File: config.mk
export PLATFORM = sky130hd
export DESIGN_NAME = cmt_front
export DESIGN_NICKNAME = d
export VERILOG_FILES = /design/src/rtl/cmt_pkg.sv /design/src/rtl/cmt_front.sv
export VERILOG_INCLUDE_DIRS = /design/src /design/src/rtl
export SDC_FILE = /design/constraint.sdc
export NUM_CORES = 1
export LEC_CHECK = 0
export BUFFER_PORTS_ARGS = -buffer_cell sky130_fd_sc_hd__buf_2
export CAP_MARGIN = 10
export CORE_UTILIZATION = 45
export DETAILED_ROUTE_END_ITERATION = 8
export PLACE_DENSITY = 0.67
export SETUP_SLACK_MARGIN = 0.02
export SLEW_MARGIN = 20
export SYNTH_ARGS = -nofsm -noshare
export SYNTH_HDL_FRONTEND = slang
export SYNTH_SLANG_ARGS = --single-unit
File: constraint.sdc
create_clock -name clk -period 5 [get_ports clk]
set_clock_uncertainty 0.1 [all_clocks]
set_input_delay 1.5 -clock clk [delete_from_list [all_inputs] [get_ports clk]]
set_output_delay 1.5 -clock clk [all_outputs]
set_load 0.02 [all_outputs]
File: src/rtl/compare_match_timer_regs_assert.svh
// Assertion macros shared by the compare-match timer RTL.
`ifndef COMPARE_MATCH_TIMER_REGS_ASSERT_SVH
`define COMPARE_MATCH_TIMER_REGS_ASSERT_SVH
`ifndef SYNTHESIS
// Checked on every clock edge outside of reset.
`define CMT_ASSERT(lbl, prop, msg) \
	lbl: assert property (@(posedge clk) disable iff (!arst_n) prop) else $error(msg);
// Checked on every clock edge, reset included.
`define CMT_ASSERT_ALWAYS(lbl, prop, msg) \
	lbl: assert property (@(posedge clk) prop) else $error(msg);
`else
`define CMT_ASSERT(lbl, prop, msg)
`define CMT_ASSERT_ALWAYS(lbl, prop, msg)
`endif
`endif

File: src/rtl/cmt_pkg.sv
// Types and constants shared by the compare-match timer modules.
`timescale 1ns / 1ps
package cmt_pkg;

	localparam int unsigned OP_W     = 2;
	localparam int unsigned IDX_W    = 4;
	localparam int unsigned REG_W    = 32;
	localparam int unsigned TIME_W   = 64;
	localparam int unsigned CTRL_W   = 2;
	localparam int unsigned FLAG_W   = 4;
	localparam int unsigned CTRL_EN_BIT = 0;

	// One count per microsecond of input time.
	localparam int unsigned TICK_NS  = 1000;
	localparam int unsigned REM_W    = $clog2(TICK_NS);

	// The divide by TICK_NS runs one sixteen-bit digit per stage.
	localparam int unsigned DIV_STEP_BITS = 16;
	localparam int unsigned DIV_STAGES    = TIME_W / DIV_STEP_BITS;
	// A digit step divides the remainder joined with the next digit, which stays below
	// TICK_NS << DIV_STEP_BITS. The reciprocal is rounded up and is exact over that range.
	localparam int unsigned TRIAL_W     = REM_W + DIV_STEP_BITS;
	localparam int unsigned RECIP_SHIFT = TRIAL_W + REM_W;
	localparam int unsigned RECIP_W     = 27;
	localparam int unsigned PROD_W      = TRIAL_W + RECIP_W;
	localparam logic [RECIP_W-1:0] TICK_RECIP = 27'd68719477;
	localparam logic [TRIAL_W-1:0] TICK_TRIAL = TRIAL_W'(TICK_NS);

	localparam logic [TIME_W-1:0] CMP_DISARMED = '1;
	localparam logic [CTRL_W-1:0] CTRL_RESET   = CTRL_W'(1);

	typedef enum logic [OP_W-1:0] {
		OP_TICK  = 2'd0,
		OP_READ  = 2'd1,
		OP_WRITE = 2'd2
	} op_t;

	typedef enum logic [IDX_W-1:0] {
		REG_CNT_LO   = 4'd0,
		REG_CNT_HI   = 4'd1,
		REG_CFG      = 4'd2,
		REG_INT_STAT = 4'd3,
		REG_INT_EN   = 4'd4,
		REG_CMP0_LO  = 4'd5,
		REG_CMP0_HI  = 4'd6,
		REG_CMP1_LO  = 4'd7,
		REG_CMP1_HI  = 4'd8,
		REG_CMP2_LO  = 4'd9,
		REG_CMP2_HI  = 4'd10,
		REG_CMP3_LO  = 4'd11,
		REG_CMP3_HI  = 4'd12,
		REG_STAT     = 4'd13
	} reg_idx_t;

	// One item as it travels down the pipeline.
	typedef struct packed {
		logic [OP_W-1:0]  op;
		logic [IDX_W-1:0] idx;
		logic [REG_W-1:0] data;
		logic             adv;
		logic [REG_W-1:0] rd;
	} item_t;

	// Division state: dividend bits shift out at the top while quotient bits shift in below.
	typedef struct packed {
		logic [TIME_W-1:0] dq;
		logic [REM_W-1:0]  rem;
	} div_t;

endpackage

File: src/rtl/cmt_front.sv
// Front stage: tick decision, timestamp and configuration state.
`timescale 1ns / 1ps
`include "compare_match_timer_regs_assert.svh"
module cmt_front import cmt_pkg::*; (
	input  logic              clk,
	input  logic              arst_n,
	input  logic              in_valid,
	output logic              in_ready,
	input  logic [OP_W-1:0]   operation,
	input  logic [IDX_W-1:0]  reg_index,
	input  logic [REG_W-1:0]  write_data,
	input  logic [TIME_W-1:0] now_ns,
	output logic              s_valid,
	input  logic              s_ready,
	output item_t             s_item,
	output div_t              s_div
);

	logic              accept;
	logic              tick_en;
	logic              advance;
	logic [TIME_W-1:0] elapsed;
	logic [CTRL_W-1:0] ctrl_q;
	logic              time_valid_q;
	logic [TIME_W-1:0] last_time_q;
	logic              valid_s1;
	item_t             item_s1;
	div_t              div_s1;
	item_t             item_d;

	assign in_ready = !valid_s1 || s_ready;
	assign accept   = in_valid && in_ready;
	assign elapsed  = now_ns - last_time_q;
	assign tick_en  = (operation == OP_TICK) && ctrl_q[CTRL_EN_BIT];
	assign advance  = tick_en && time_valid_q && (elapsed >= TIME_W'(TICK_NS));

	always_comb begin
		item_d.op   = operation;
		item_d.idx  = reg_index;
		item_d.data = write_data;
		item_d.adv  = advance;
		item_d.rd   = '0;
		if ((operation == OP_READ) && (reg_index == REG_CFG)) begin
			item_d.rd = REG_W'(ctrl_q);
		end
	end

	always_ff @(posedge clk or negedge arst_n) begin
		if (!arst_n) begin
			ctrl_q       <= CTRL_RESET;
			time_valid_q <= 1'b0;
			last_time_q  <= '0;
		end else if (accept) begin
			if (tick_en && !time_valid_q) begin
				time_valid_q <= 1'b1;
				last_time_q  <= now_ns;
			end else if (advance) begin
				last_time_q  <= now_ns;
			end
			if ((operation == OP_WRITE) && (reg_index == REG_CFG)) begin
				ctrl_q <= write_data[CTRL_W-1:0];
			end
		end
	end

	always_ff @(posedge clk or negedge arst_n) begin
		if (!arst_n) begin
			valid_s1 <= 1'b0;
		end else if (in_ready) begin
			valid_s1 <= in_valid;
		end
	end

	always_ff @(posedge clk) begin
		if (accept) begin
			item_s1    <= item_d;
			div_s1.dq  <= elapsed;
			div_s1.rem <= '0;
		end
	end

	assign s_valid = valid_s1;
	assign s_item  = item_s1;
	assign s_div   = div_s1;

	`CMT_ASSERT(a_time_valid_sticks, time_valid_q |=> time_valid_q, "timestamp valid flag dropped")
	`CMT_ASSERT(a_last_time_on_tick, (last_time_q != $past(last_time_q)) |-> $past(accept && (operation == OP_TICK)), "last timestamp moved without an accepted tick")

endmodule

==> run_results.csv, run 1 <==
group,metric,value,unit
timing,fin_crit,4.91,ns
grt,grt_usage,30.9,%
routing,dr_wl_met3,3550,µm
synth,avgSynthCellArea,9.03,µm²
routing,wl_met1,19400,µm
clock_tree,cts_tree,"yes",
cells_and_area,fin_area,17600,µm²
routing,vias_per_cell,5.69,
power_and_ir_drop,worst_ir_drop_vdd,0.216,mV
synth,synth_top_family_by_area,"compound AO/OA/AOI/OAI gates",
floorplanning,die_h,171,µm
routing,dr.pass1.iters,8,
clock_tree,clkTransAtPathRegs,0.07,ns
routing,drc_errors,0,
timing,finalSetupViolCount,0,
synth,synth_compound_area_share,25.2,%
clock_tree,numCtsBuffers,17,
synth,yosysSeqAreaShare,37.6,%
setup_path,worstPathMaxFanout,20,
setup_path,cp_cell_sequence,"buf_2 -> ha_1 -> a21o_2 -> o31a_1 -> buf_4 -> o21ai_1 -> xnor2_1 -> nor4b_4 -> buf_4 -> nand4_1 -> nor4b_2 -> and4_4 -> buf_4 -> buf_4 -> a32oi_1 -> o21ai_2",
floorplanning,rows,61,
timing,setup_slack,0.0906,ns
synth,synth_seq_cells,173,
routing,ant_nets,0,
setup_path,crit_type,"in -> reg",
synth,synthAdderAreaFrac,6.27,%
place,post-place-ws,-0.629,ns
cells_and_area,drive_gt1_share,38.3,%
setup_path,cpMostUsedCell,"buf_4",
synth,async_flop_share,39.3,%
clock_tree,insertion_delay,0.44,ns
timing,slew_violations,0,
grt,grt_overflow,0,
timing,timing.final.crit_share,98.2,%
floorplanning,die_area,29300,µm²
clock_tree,clock_path_buffers,2,
timing,worst_pin_slew,0.929,ns
routing,top_layer,"met4",
cells_and_area,fin_nets,2112,
floorplanning,core_area,28000,µm²
cells_and_area,synthToLayoutAreaGrowth,36.2,%
setup_path,required,5.22,ns
place,portBuffers,212,
setup_path,slowest_delay,0.39,ns
synth,synth_area,12900,µm²
clock_tree,clock_sinks,173,
floorplanning,start_util,46.0,%
grt,grt_pass1_vias,12700,
setup_path,cp-end-kind,"flop",
routing,vias,13300,
grt,grt_pass1_wl,69000,µm
place,gp_congestion,1.02,
floorplanning,ios,253,
min_path,hold_class,"reg -> reg",
floorplanning,die-width,171,µm
setup_path,cp.arrival,5.13,ns
routing,wl_per_cell,19.4,µm
cells_and_area,antennaDiodeCount,0,
timing,slew_headroom,38.0,%
synth,synth_edf_count,105,
synth,synthCells,1429,
place,placed_cell_area,16600,µm²
synth,synth_xor_area_share,2.85,%
outcome,run_status,"complete, no violations",
grt,antenna_found_initial,0,
timing,max_freq,204,MHz
power_and_ir_drop,p_leak,7.36,nW
routing,wl,45300,µm
grt,grt_max_degree,66,
setup_path,crit_slowest_cell,"ha_1",
min_path,min_path_cells,2,
setup_path,cp-start-kind,"input pin",
job,max_cap_violations,0,
cells_and_area,fillers,2464,
clock_tree,root_buffer,"clkbuf_16",
synth,ys_types,93,
setup_path,ff2ff_path_depth,16,
clock_tree,hold_buffers,0,
timing,hold_viol,0,
cells_and_area,layout_commonest_cell,"buf_4",
routing,wl_met2,20900,µm
synth,yosys_warnings,0,
synth,ys.flop_type,"edfxtp_1",
clock_tree,htreeDepth,4,
cells_and_area,final_cell_mix,"362 x buf_4, 210 x buf_2, 163 x nand2_1, 105 x edfxtp_1",
power_and_ir_drop,power.density,375,nW/µm²
routing,drtIter0Drc,939,
place,dp_hpwl,36000,µm
synth,synthSimpleGateAreaFrac,18.9,%
synth,synthMuxAreaShare,0.592,%
## area by class of cell
class,count,area [µm²],area share [%]
Clock buffer,18,429,2.44
Clock inverter,14,145,0.826
Inverter,81,309,1.76
Multi-Input combinational cell,1084,7320,41.7
Sequential cell,173,4860,27.6
Tap cell,378,473,2.69
Timing Repair Buffer,585,4040,23.0
## worst max-delay path: cells and delay by family
kind            cells  cell delay (ns)
fa+ha+maj           1             0.39
buf+inv             5             0.78
simple gates        4             0.99
xor+xnor            1             0.23
compound gates      5             1.22
## power by group
group	internal, mW	switching, mW
clock network	0.667	0.694
logic	1.46	1.89
registers	1.79	0.0836
total	3.92	2.66
## layer usage
layer | up-vias | GRT usage (%)
li1 | 6311 | -
met1 | 6293 | 40.1
met2 | 592 | 51.2
met3 | 86 | 5.61
met4 | 0 | 11.6
met5 | - | 0
## cell families (layout without fill, tap and decap cells)
family | Yosys count | in the layout
muxes | 7 | 7
xor gates and xnor gates | 42 | 42
DFF | 173 | 173
AOI/OAI and AO/OA | 446 | 446
other | 1 | 40
and+or+nand+nor | 485 | 485
adders and majority gates | 64 | 64
buffers and inverters | 211 | 698
## flip-flops by register name (all words and copies together) (netlist names)
register and count:
s_div 64, s_item 41, last_time_q 64, ctrl_q 2
time_valid_q 1, s_valid 1
## synth_stat cells, types with 18 or more instances
master	n	area, µm²
a21oi_1	92	460
a32oi_1	65	569
buf_2	41	205
buf_4	43	323
clkbuf_1	38	143
dfrtp_1	67	1680
edfxtp_1	105	3150
ha_1	63	788
inv_1	81	304
nand2_1	163	612
nand3_1	19	95.1
nand4_1	39	244
nor2_1	68	255
nor3_1	90	450
o21a_1	27	203
o21ai_0	53	265
o21ai_2	61	534
xnor2_1	18	158
xor2_1	24	210
## path summary, 6_finish.rpt
check                      slack [ns]             from               to
setup / recovery                 0.09        now_ns[4]  last_time_q[26]
hold / removal                   0.40  last_time_q[28]  last_time_q[28]
setup reg to reg                 0.87  last_time_q[25]  last_time_q[62]
hold reg to reg                  0.40  last_time_q[28]  last_time_q[28]
max in group asynchronous        2.99           arst_n  last_time_q[50]
min in group asynchronous        0.97           arst_n  last_time_q[19]
## through the flow
stage	utilization, %	hold WS (ns)	TNS (ns)	total power [mW]	cells
6_report	62.7	0.395	0	6.58	2333
5_1_grt	62.7	0.416	-0.00336	6.90	2333
3_5_place_dp	59.4	0.377	-39.38	5.11	2289
2_1_floorplan	-	0.362	0	3.52	1468
3_3_place_gp	59.4	0.372	-32.27	5.07	2289
4_1_cts	62.0	0.394	0	6.48	2328
## what timing repair did
action / 4_1_cts / 5_1_grt
endpoints found under the hold margin: 0 / 0
cloned: 1 / 0
buffers inserted: 6 / 5
setup endpoints to repair: 65 / 65
resized for setup: 9 / 36
pin swaps: 7 / 18
No activity file was read; power rests on OpenSTA's default activity.
==> run 2: changes to the inputs <==
Settings changed: BUFFER_PORTS_ARGS -buffer_cell sky130_fd_sc_hd__buf_2 to -buffer_cell sky130_fd_sc_hd__clkbuf_2, CORE_MARGIN from default to 5.
==> run 2 against run 1 <==
  * Flip-flop and latch count is the same
  * Cell count grew 0.21%
  * Die area grew 9.6%
  * Critical path type unchanged
==> run_results.csv, run 2 (synthesis gave the netlist of run 1 again) <==
group,metric,value,unit
floorplanning,start_util,45.3,%
place,dp_hpwl,37600,µm
cells_and_area,fin_area,17600,µm²
outcome,run_status,"complete, no violations",
setup_path,cp_cell_sequence,"clkbuf_2 -> ha_1 -> buf_4 -> a21oi_1 -> o21ai_1 -> a21oi_1 -> o21ai_0 -> a31oi_2 -> a21oi_2 -> or3_4 -> a2111oi_2 -> and4_2 -> and3_4 -> buf_12 -> buf_12 -> o21ai_2",
min_path,hold_class,"reg -> reg",
clock_tree,insertion_delay,0.45,ns
power_and_ir_drop,p_sw_share,40.1,%
setup_path,cp.arrival,5.14,ns
routing,dr.pass1.iters,5,
timing,finalSetupViolCount,0,
floorplanning,die_h,179,µm
timing,setup_slack,0.0865,ns
clock_tree,clock_path_buffers,2,
place,placed_cells,2289,
setup_path,slowest_delay,0.41,ns
setup_path,crit_buf_inv,4,
cells_and_area,final_cell_mix,"356 x buf_4, 211 x clkbuf_2, 163 x nand2_1, 105 x edfxtp_1, 89 x nor3_1",
routing,drtIter0Drc,1255,
timing,timing.final.crit_share,98.3,%
cells_and_area,postLayoutCoreUtil,62.0,%
routing,wl_met1,20800,µm
power_and_ir_drop,p_seq_share,28.2,%
grt,grt_overflow,0,
grt,antenna_found_initial,0,
routing,wl_met2,21800,µm
floorplanning,ios,253,
cells_and_area,stdcell_count,2338,
floorplanning,die_area,32200,µm²
setup_path,required,5.22,ns
power_and_ir_drop,p_leak,7.48,nW
clock_tree,htreeDepth,4,
routing,drc_errors,0,
timing,hold_viol,0,
clock_tree,hold_buffers,0,
routing,wl_per_cell,20.5,µm
power_and_ir_drop,p_total,6.66,mW
power_and_ir_drop,internal_power,3.99,mW
setup_path,crit_type,"in -> reg",
clock_tree,clkTransAtPathRegs,0.08,ns
place,gp_congestion,0.991,
job,max_cap_violations,0,
power_and_ir_drop,worst_ir_drop_vdd,0.189,mV
power_and_ir_drop,pwr-share-comb,50.7,%
clock_tree,root_buffer,"clkbuf_16",
setup_path,cp-start-kind,"input pin",
cells_and_area,antennaDiodeCount,0,
timing,slew_headroom,44.6,%
routing,ant_nets,0,
cells_and_area,layout_commonest_cell,"buf_4",
setup_path,crit_slowest_cell,"or3_4",
timing,tns,0,ns
routing,top_layer,"met4",
floorplanning,core_area,28500,µm²
clock_tree,numCtsBuffers,17,
clock_tree,cts_tree,"yes",
place,placed_cell_area,16600,µm²
setup_path,worstPathMaxFanout,10,
power_and_ir_drop,power.density,377,nW/µm²
timing,slew_violations,0,
place,post-place-ws,-0.489,ns
grt,grt_pass1_vias,12500,
place,portBuffers,212,
cells_and_area,fin_nets,2111,
grt,grt_pass1_wl,69300,µm
power_and_ir_drop,clockPowerShare,21.1,%
cells_and_area,synthToLayoutAreaGrowth,36.8,%
timing,fin_crit,4.91,ns
timing,max_freq,204,MHz
timing,finalHoldWorstSlack,0.395,ns
floorplanning,rows,62,
setup_path,cp-end-kind,"flop",
routing,dr_wl_met3,4100,µm
power_and_ir_drop,switchingPower,2.67,mW
routing,vias,13200,
timing,worst_pin_slew,0.831,ns
grt,grt_max_degree,68,
setup_path,crit_family,"compound AO/OA/AOI/OAI gates",
cells_and_area,drive_gt1_share,38.4,%
grt,grt_usage,27.9,%
routing,wl,47900,µm
routing,vias_per_cell,5.67,
clock_tree,clock_sinks,173,
floorplanning,die-width,179,µm
-- run 2: cell types whose count changed in the layout (fill, tap and decap cells not counted), moves of 3 or more --
cell        previous run  this run
buf_12                12         8
buf_2                210         0
buf_4                362       356
buf_6                  0         3
clkbuf_16             17        23
clkbuf_2               0       211
clkinvlp_4             4         1
inv_6                  2         5
inv_8                  5         2
nor4_1                11         8
-- run 2: path summary, 6_finish.rpt --
path / slack, ns / to / cells after the start / start
max in group asynchronous: 2.97 / last_time_q[54] / 2 / arst_n
worst max-delay path: 0.09 / last_time_q[62] / 16 / now_ns[27]
worst max register to register: 0.85 / last_time_q[62] / 15 / last_time_q[29]
worst min register to register: 0.40 / last_time_q[32] / 2 / last_time_q[32]
min in group asynchronous: 0.95 / last_time_q[19] / 1 / arst_n
worst min-delay path: 0.40 / last_time_q[32] / 2 / last_time_q[32]
-- run 2: routing by layer --
| layer | vias to the layer above | track usage (%) |
|---|---|---|
| met2 | 598 | 46.3 |
| met4 | 0 | 6.76 |
| met3 | 73 | 3.71 |
| met1 | 6249 | 39.0 |
| met5 | - | 0 |
| li1 | 6325 | - |
-- run 2: repair_timing --
item,in CTS,in global routing
resized for setup,2,42
buffers inserted,1,8
pin swaps,2,19
gates cloned,0,8
setup endpoints to repair,50,65
-- run 2: power by group through the flow --
stage	clock network [mW]	registers [mW]	logic, mW
finish	1.40	1.88	3.38
global route	1.48	1.90	3.62
global placement	0	1.90	3.22
floorplan	0	2.04	1.49
CTS	1.42	1.88	3.26
detailed placement	0	1.91	3.24
-- run 2: cell type report --
class                           count  area, µm²
Clock buffer                       18        439
Clock inverter                     14        170
Fill cell                        2517      10800
Inverter                           81        304
Multi-Input combinational cell   1084       7330
Sequential cell                   173       4860
Tap cell                          384        480
Timing Repair Buffer              584       4070
-- run 2: tightest hold or removal path, delay by kind of cell, from the launching register on --
family          cells  cell delay, ns
compound gates      2            0.12
flops               1            0.35
==> run 3: changes to the inputs <==
Clock period 5 ns to 5.9 ns, I/O delays scaled along.
==> run 3 against run 2 <==
  * Cell count is 10% lower
  * Cell area is 12% lower
  * Combinational power is 31% lower
  * Wire length is 9.1% lower
  * First-iteration DRC count is 17% lower
  * Register-to-register slack better by 0.62 ns
  * Die area stayed put
  * Utilization is 7.7 points lower
  * Critical path depth is 1 higher
  * Setup slack better by 0.24 ns
  * Count of clock-buffer cells in the layout is 1 lower
  * Critical path type unchanged
  * Largest cell class unchanged
  * Highest routed layer unchanged
==> run_results.csv, run 3 (synthesis gave the netlist of run 1 again) <==
group,metric,value,unit
clock_tree,numCtsBuffers,17,
timing,finalSetupViolCount,0,
setup_path,cpMostUsedCell,"inv_1",
floorplanning,die_h,179,µm
min_path,min_to,"last_time_q[40]",
floorplanning,ios,253,
grt,grt_max_degree,66,
grt,grt_use_met3,4.56,%
clock_tree,clock_path_buffers,2,
timing,max_freq,179,MHz
clock_tree,hold_buffers,0,
clock_tree,post_cts_resized,0,
routing,dr.pass1.iters,6,
timing,slew_headroom,38.7,%
clock_tree,clkTransAtPathRegs,0.08,ns
floorplanning,start_util,45.3,%
routing,vias,12400,
setup_path,crit_type,"in -> reg",
grt,grt_usage,26.5,%
min_path,min_path_cells,2,
cells_and_area,layout_commonest_cell,"clkbuf_2",
setup_path,ff2ff_path_depth,15,
cells_and_area,seq_area,4860,µm²
routing,drc_errors,0,
routing,drtIter0Drc,1040,
place,post-place-ws,-0.0399,ns
cells_and_area,synthToLayoutAreaGrowth,19.8,%
cells_and_area,drive_gt1_share,27.7,%
min_path,hold_class,"reg -> reg",
cells_and_area,antennaDiodeCount,0,
floorplanning,die_area,32200,µm²
setup_path,slowest_delay,0.41,ns
timing,tns,0,ns
clock_tree,clock_sinks,173,
grt,grt.busiest_layer,"met2",
min_path,worstHoldStart,"last_time_q[40]",
floorplanning,rows,62,
floorplanning,core_area,28500,µm²
setup_path,cp.arrival,5.86,ns
clock_tree,htreeDepth,4,
power_and_ir_drop,p_leak,6.21,nW
cells_and_area,final_cell_mix,"211 x clkbuf_2, 163 x nand2_1, 120 x buf_4, 105 x edfxtp_1, 92 x a21oi_1",
timing,worst_pin_slew,0.913,ns
routing,wl_per_cell,20.8,µm
grt,grt_pass1_wl,66300,µm
power_and_ir_drop,worst_ir_drop_vdd,0.182,mV
cells_and_area,fin_nets,1866,
place,dp_hpwl,35000,µm
setup_path,cp-end-kind,"flop",
timing,timing.final.crit_share,94.5,%
setup_path,r2r_start,"last_time_q[0]",
clock_tree,postCtsSetupRepairBufs,0,
cells_and_area,multiInputGateArea,7110,µm²
setup_path,worstPathMaxFanout,40,
cells_and_area,fillers,2681,
clock_tree,cts_tree,"yes",
floorplanning,die-width,179,µm
place,portBuffers,212,
grt,use_met1,35.7,%
setup_path,crit_slowest_cell,"buf_4",
timing,slew_violations,0,
setup_path,cp_cell_sequence,"clkbuf_2 -> inv_1 -> ha_1 -> inv_1 -> fa_1 -> a21o_1 -> a221oi_2 -> o21bai_1 -> a21oi_2 -> o31ai_1 -> xor2_1 -> or2_1 -> a2111oi_0 -> and4_2 -> buf_4 -> a32oi_1 -> o21ai_2",
timing,hold_viol,0,
power_and_ir_drop,power.density,330,nW/µm²
grt,grt_pass1_vias,11700,
grt,use_met2,44.3,%
grt,antenna_found_initial,0,
place,gp_congestion,1.01,
place,placed_cell_area,14900,µm²
setup_path,rrSetupSlack,1.47,ns
timing,rsz0062_at_grt,"false",
job,max_cap_violations,0,
grt,grt_overflow,0,
routing,ant_nets,0,
routing,wl,43500,µm
routing,vias_per_cell,5.91,
timing,setup_slack,0.323,ns
clock_tree,insertion_delay,0.46,ns
clock_tree,root_buffer,"clkbuf_16",
timing,fin_crit,5.58,ns
cells_and_area,fin_area,15500,µm²
setup_path,cp-start-kind,"input pin",
setup_path,r2r_end,"last_time_q[24]",
outcome,run_status,"complete, no violations",
cells_and_area,postLayoutCoreUtil,54.3,%
setup_path,required,6.18,ns
run 3: through the flow:
stage	cells	power (mW)	hold slack, ns
after global routing	2093	5.36	0.413
after detailed placement	2061	3.92	0.378
after CTS	2093	5.09	0.393
after floorplan	1468	2.99	0.362
after global placement	2061	3.90	0.372
final	2093	5.10	0.394
run 3: layer usage:
| layer | up-vias | share of wire, % |
|---|---|---|
| met5 | - | 0 |
| met4 | 0 | 2.1 |
| met3 | 55 | 8.5 |
| met2 | 568 | 47 |
| met1 | 5903 | 43 |
| li1 | 5838 | - |
run 3: critical path, delay by kind of cell:
family / cells / cell delay (ns)
XOR/XNOR: 1 / 0.22
AND/OR/NAND/NOR: 2 / 0.64
buffers and inverters: 4 / 0.66
AO/OA/AOI/OAI: 8 / 1.93
adder cells (fa/ha/maj): 2 / 0.58
run 3: layout make-up:
class / instances / area share, %
clock buffers: 17 / 2.75
repair buffers: 339 / 13.6
multi-input cells: 1084 / 46.0
inverters: 81 / 1.98
well taps: 384 / 3.11
flip-flops and latches: 173 / 31.4
clock inverters: 15 / 1.12
run 3: power by group:
group          switching, mW  internal, mW  total, mW  leakage [nW]
clock network          0.560         0.603       1.16         0.290
registers             0.0730          1.52       1.59          1.91
logic                   1.48         0.866       2.34          4.01
total                   2.11          2.99       5.10          6.21
run 3: worst max path at each step:
stage	start	endpoint	cells past startpoint
2_1_floorplan	now_ns[0]	last_time_q[63]	15
3_3_place_gp	now_ns[0]	last_time_q[41]	17
3_5_place_dp	now_ns[0]	last_time_q[35]	17
4_1_cts	now_ns[0]	last_time_q[39]	17
5_1_grt	now_ns[0]	last_time_q[63]	16
6_report	now_ns[0]	last_time_q[24]	17
